File: config.mk
export PLATFORM = sky130hd
export DESIGN_NAME = spnb_div_pipe
export DESIGN_NICKNAME = d
export VERILOG_FILES = /design/src/rtl/core/spnb_pkg.sv /design/src/rtl/core/spnb_div_pipe.sv
export SDC_FILE = /design/constraint.sdc
export NUM_CORES = 2
export LEC_CHECK = 0
export BUFFER_PORTS_ARGS = -buffer_cell sky130_fd_sc_hd__buf_2
export CAP_MARGIN = 25
export CORE_ASPECT_RATIO = 2
export CORE_MARGIN = 2
export CORE_UTILIZATION = 68
export DETAILED_ROUTE_END_ITERATION = 8
export PLACE_DENSITY_LB_ADDON = 0.3
export RECOVER_POWER = 25
export SLEW_MARGIN = 20
export SYNTH_ARGS = -nofsm -noshare
export SYNTH_HDL_FRONTEND = slang
export SYNTH_SLANG_ARGS = --single-unit
export TNS_END_PERCENT = 30
File: constraint.sdc
create_clock -name clk -period 14 [get_ports clk]
set_clock_uncertainty 0.15 [all_clocks]
set_input_delay 1.4 -clock clk [delete_from_list [all_inputs] [get_ports clk]]
set_output_delay 1.4 -clock clk [all_outputs]
set_load 0.005 [all_outputs]
File: src/rtl/core/spnb_pkg.sv
package spnb_pkg;

  // Field widths of the pixel transactions and of the register port.
  localparam int WS_W       = 48;
  localparam int W_W        = 32;
  localparam int BG_W       = 24;
  localparam int PIX_W      = 16;
  localparam int CFG_IDX_W  = 2;
  localparam int CFG_DATA_W = 32;

  // Internal formats: average is Q.8 with 40 bits, foreground weight Q0.16,
  // blended value Q.24 with 56 bits.
  localparam int W_FRAC = 16;
  localparam int AVG_W  = 40;
  localparam int FG_W   = 16;
  localparam int R_W    = 56;
  localparam int AVG_LO = AVG_W - W_FRAC;

  // Quotient bits resolved by one divider stage.
  localparam int DIV_BPS = 2;

  // Register indexes of the configuration port.
  localparam logic [CFG_IDX_W-1:0] REG_BLEND_ENABLE      = 2'd0;
  localparam logic [CFG_IDX_W-1:0] REG_BLEND_DENOMINATOR = 2'd1;
  localparam logic [CFG_IDX_W-1:0] REG_FULL_SCALE_SELECT = 2'd2;

  localparam logic [W_W-1:0] BLEND_DEN_RESET = 32'h0001_0000;

  // Full scale thresholds in Q.24: 65535 and 255.
  localparam logic [R_W-1:0] TOP_16 = 56'h0000_FFFF_00_0000;
  localparam logic [R_W-1:0] TOP_8  = 56'h0000_00FF_00_0000;

  // Rounding: add one half in Q.24, keep bits 39..24.
  localparam int               RND_W      = 41;
  localparam int               OUT_LO     = 24;
  localparam logic [RND_W-1:0] ROUND_HALF = 41'h000_0080_0000;
  localparam logic [PIX_W-1:0] PIX_MAX    = 16'hFFFF;

endpackage

File: src/rtl/core/spnb_div_pipe.sv
// Pipelined restoring divider. Each stage resolves BPS quotient bits.
// The caller supplies a starting remainder that is below the divisor; the
// numerator bits still to be brought down share one register with the
// quotient bits already produced. A sideband vector travels with each item.
module spnb_div_pipe import spnb_pkg::*; #(
  parameter int QW     = FG_W,
  parameter int DEN_W  = W_W,
  parameter int BPS    = DIV_BPS,
  parameter int SIDE_W = 1
) (
  input  logic              clk,
  input  logic              rst,
  input  logic              en,
  input  logic              in_valid,
  input  logic [DEN_W-1:0]  in_rem,
  input  logic [QW-1:0]     in_num,
  input  logic [DEN_W-1:0]  in_den,
  input  logic [SIDE_W-1:0] in_side,
  output logic              out_valid,
  output logic [QW-1:0]     out_quo,
  output logic [SIDE_W-1:0] out_side
);

  localparam int STAGES = QW / BPS;

  logic              v    [STAGES];
  logic [DEN_W-1:0]  rem  [STAGES];
  logic [DEN_W-1:0]  den  [STAGES];
  logic [QW-1:0]     nq   [STAGES];
  logic [SIDE_W-1:0] side [STAGES];

  for (genvar g = 0; g < STAGES; g++) begin : g_stage
    logic              s_v;
    logic [DEN_W-1:0]  s_rem;
    logic [DEN_W-1:0]  s_den;
    logic [QW-1:0]     s_nq;
    logic [SIDE_W-1:0] s_side;
    logic [DEN_W-1:0]  n_rem;
    logic [QW-1:0]     n_nq;

    // Stage source: the divider inputs or the previous stage.
    if (g == 0) begin : g_first
      assign s_v    = in_valid;
      assign s_rem  = in_rem;
      assign s_den  = in_den;
      assign s_nq   = in_num;
      assign s_side = in_side;
    end else begin : g_next
      assign s_v    = v[g-1];
      assign s_rem  = rem[g-1];
      assign s_den  = den[g-1];
      assign s_nq   = nq[g-1];
      assign s_side = side[g-1];
    end

    // BPS shift-and-subtract steps.
    always_comb begin
      logic [DEN_W:0] trial;
      n_rem = s_rem;
      n_nq  = s_nq;
      for (int j = 0; j < BPS; j++) begin
        trial = {n_rem, n_nq[QW-1]};
        if (trial >= {1'b0, s_den}) begin
          trial = trial - {1'b0, s_den};
          n_nq  = {n_nq[QW-2:0], 1'b1};
        end else begin
          n_nq  = {n_nq[QW-2:0], 1'b0};
        end
        n_rem = trial[DEN_W-1:0];
      end
    end

    // Valid bit of the stage.
    always_ff @(posedge clk) begin
      if (rst) begin
        v[g] <= 1'b0;
      end else if (en) begin
        v[g] <= s_v;
      end
    end

    // Stage payload.
    always_ff @(posedge clk) begin
      if (en) begin
        rem[g]  <= n_rem;
        den[g]  <= s_den;
        nq[g]   <= n_nq;
        side[g] <= s_side;
      end
    end
  end

  assign out_valid = v[STAGES-1];
  assign out_quo   = nq[STAGES-1];
  assign out_side  = side[STAGES-1];

endmodule

Yosys cells after proc, flatten, opt, wreduce, memory -nomap -nowiden --
Memories as Yosys holds them, arrays and structs flattened. Cells that the tools add are included.
Storage, ports and cells: memory bits (writable) 656, logic and storage cells 91, output and inout port bits 18, memories kept 5, register bits 0
Operators by class: muxes and demuxes 46, $lt $le $gt $ge 16, bitwise operators 8, add/sub/neg operators 16
Memories:
- den | depth 8, width 32, read ports 7, clocked after Yosys merged registers in 0, write ports 8, line spnb_div_pipe.sv:28 | logic [DEN_W-1:0] den [STAGES];
- rem | depth 8, width 32, read ports 7, clocked after Yosys merged registers in 0, write ports 8, line spnb_div_pipe.sv:27 | logic [DEN_W-1:0] rem [STAGES];
- nq | depth 8, width 16, read ports 8, clocked after Yosys merged registers in 0, write ports 8, line spnb_div_pipe.sv:29 | logic [QW-1:0] nq [STAGES];
- side | depth 8, width 1, read ports 8, clocked after Yosys merged registers in 0, write ports 8, line spnb_div_pipe.sv:30 | logic [SIDE_W-1:0] side [STAGES];
- v | depth 8, width 1, read ports 8, clocked after Yosys merged registers in 0, write ports 8, line spnb_div_pipe.sv:26 | logic v [STAGES];
Operator list (number):
- $ge A33 B32 Y1 | 16
- $mux W32 | 16
- $sub A32 B32 Y32 | 16
- $mux W1 | 30
- $or A1 B1 Y1 | 8

Depth between registers and ports, before layout --
An unclocked memory read counts as a cell.
word-level depth 5, depth in mapped cells 27, depth with buffers taken out 25

Worst setup path before layout --
OpenSTA, ideal clock, no wires.
kind input port to flip-flop, start input port in_den[1], end memory rem[0][10] (netlist bit) (data pin), stages 25, data arrival time 6748 ps, buffers on the path 2, setup time 260 ps, required time 13590 ps, setup slack 6842 ps, cells stage by stage inv_1 -> ha_1 -> nor2b_1 -> o31a_1 -> o2111ai_1 -> nand3_1 -> a21oi_1 -> or4_1 -> a21oi_2 -> nor2_1 -> inv_2 -> buf_2 -> mux2_2 -> ha_1 -> nand3_1 -> a21oi_1 -> o31a_1 -> o311ai_0 -> o311a_1 -> o31a_1 -> o21a_1 -> o31a_1 -> o21ai_2 -> buf_2 -> mux2_2
RTL lines:
- from (decl) | line spnb_div_pipe.sv:17 | input logic [DEN_W-1:0] in_den,
- to (decl) | line spnb_div_pipe.sv:27

==> metrics <==
status=complete, no violations; slowest CP cell=a311oi_1; Max Fclk=114 MHz; commonest cells after routing, fill and taps aside=edfxtp_1, ha_1, a21oi_1; hold depth=0; DIE AREA=about 74,000 µm²; initial antenna violation count=4; Min-Delay Endpoint=nq[0][63]$_DFFE_PP_; most common cell after layout, fill and taps aside=edfxtp_1; hold violation total from the final report=0; Synth Instances=4,997; Num CTS Buffers=55; nature of the critical path endpoint=register; clock latency on the worst-skew pair=0.65 ns; met2 routed WL=~79,000 µm; met3 routed WL=4910 µm; Hold WC Path Type=reg -> reg; Via Count=slightly below 40,000; CTS tree=yes; area occupied by multi-input gates=29,400 µm²; register area share after synthesis=36.2%; CORE AREA=71,700 µm²; crit path cell chain=inv_1 -> ha_1 -> nor2b_1 -> o31a_1 -> o31a_1 -> o211ai_1 -> a211oi_1 -> o21ai_1 -> a21o_1 -> buf_4 -> mux2i_1 -> ha_1 -> nor2b_1 -> o31a_1 -> o21ba_2 -> o2111ai_1 -> a211oi_1 -> o31ai_1 -> a21oi_1 -> a311oi_1 -> and3_1 -> inv_2 -> mux2_2; min-delay src=nq[0][45]$_DFFE_PP_; residual DRC count=0; clk sink count=592; RSZ-0062 raised after global routing=no; syn_nets=approximately 5,600; EDFF count, synth=592; first-pass GRT wire length=221,000 µm; flop-to-flop setup slack=5.22 ns; vias in the first global route=about 43,000; Synth Cell Area=49,100 µm²; layout cells sized above 1=12.1%; Post-synth top flop=edfxtp_1; WL met1=39,000 µm; Longest Clk Path Bufs=3; flops & latches, synth=592; GR Util All Layers=38.6%; Post-CTS Setup Repair Bufs=0; Startpoint Class=register; max_slew headroom=23.9%; Final Cycle Share=62.7%; Critical Path Max Stage Delay=0.79 ns; Synth area leader=edfxtp_1; IO Pins=103; CP arrival=about 9 ns; Synth top area share=36.2%; largest net degree at the start of global routing=~170; CP Class=reg -> reg; Area growth, synth to finish=6.97%; Area contributors post-synth=edfxtp_1, ha_1, mux2_2; most used cell, CP=o31a_1; Tmin final=slightly below 9 ns; Avg Cell Area, Syn=9.82 µm²; setup ws final=5.22 ns; row count=between 100 and 150; DR iter-0 viols=roughly 2,200; H-tree Lvls=2; Pre-antenna DRT Iters=6; clock slew at reported path FFs=0.07 ns; setup_tns=0 ns; warnings from Yosys=0; Distinct cells, synth=95; reg2reg end=rem[4][14]$_DFFE_PP_; WL final=between 100,000 and 150,000 µm; GP Congestion=0.955; routed len/inst=24.0 µm; vias per cell=about 6.5; Final Max Slew Viols=0; fill count=between 5,000 and 6,000; PostCTS Resize Cnt=0; hold_buf cts=0; MaxCap Viol Count=0; port bufs=102; Starting Density=68.5%; nets@finish=5,715; sequential cell area=17,800 µm²; root buffer cell=clkbuf_16; Highest Signal Layer=met5; count of final setup violators=0; Crit Path Max Fanout=54; die height=approximately 380 µm; Crit path required time=14.23 ns; RR Startpoint=nq[0][63]$_DFFE_PP_; hpwl dp=117,000 µm; total grt overflow=0; ANT nets after route=0; R2R depth=23; Die X=194 µm; worst-margin pin slew=1.13 ns; Synth async-reset ratio=0%; Setup WS pre-CTS=4.91 ns
-- Yosys cell counts, drive strengths merged, types with 49 or more instances --
library cell,n
a21o,225
a21oi,456
and3,59
edfxtp,592
ha,512
inv,408
mux2,318
nand2,336
nand2b,62
nand3,93
nand4,69
nor2,271
nor2b,49
nor3,76
o21a,59
o21ai,316
o21bai,58
xnor2,260
xor2,134
-- critical path, delay by kind of cell (launching register included) --
kind / cells / cell delay [ns]
fa+ha+maj: 2 / 0.58
buf+inv: 3 / 1.15
compound gates: 13 / 4.46
mux: 2 / 0.80
flops: 1 / 0.56
simple gates: 3 / 0.72
-- metal layers --
layer  vias to the layer above  track usage, %
met2                      1267            76.1
met3                       769            4.86
met1                     18800            27.0
met4                         2            49.5
li1                      18900               -
met5                         -               0
-- how the worst max path moves through the flow --
stage	from	end	slack, ns	depth (start not counted)
finish	nq[0][63]$_DFFE_PP_	rem[4][14]$_DFFE_PP_	5.22	23
detailed placement	in_den[1]	rem[0][2]$_DFFE_PP_	4.91	28
global route	nq[0][63]$_DFFE_PP_	rem[4][14]$_DFFE_PP_	5.09	23
floorplan	in_den[1]	rem[0][10]$_DFFE_PP_	6.84	25
global placement	in_den[1]	rem[0][4]$_DFFE_PP_	4.96	28
CTS	in_den[1]	rem[0][23]$_DFFE_PP_	5.54	28
-- registers in the layout, indices dropped and copies added, names as in the netlist --
name / count
v: 8
den: 224
side: 8
rem: 224
nq: 128
-- cells by family (layout without fill, tap and decap cells) --
kind of cell / Yosys count / in the layout / share of synthesized area, %
compound gates: 1469 / 1469 / 19.2
xor+xnor: 394 / 394 / 7.03
fa+ha+maj: 527 / 527 / 13.7
buf+inv: 497 / 649 / 4.05
flops: 592 / 592 / 36.2
mux: 340 / 340 / 8.16
other cells: 0 / 2 / 0
simple gates: 1178 / 1178 / 11.7
-- layout make-up --
cell class,instances,area share (%)
clock buffers,59,2.73
well taps,916,2.18
clock inverters,44,0.755
flip-flops and latches,592,33.9
diodes,2,0.00953
repair buffers,138,1.57
inverters,408,2.92
multi-input cells,3908,56.0
-- through the flow --
stage,util [%],cell area (µm²),hold slack [ns],instances
after floorplan,-,49100,0.250,4997
after global placement,70.7,50600,0.251,5961
after detailed placement,70.7,50600,0.255,5961
after CTS,73.2,52500,0.237,6064
after global routing,73.3,52500,0.256,6067
final,73.3,52500,0.237,6067
Power is not shown: default switching activity piles up to over one toggle a cycle in this logic, so the estimate is an artifact.
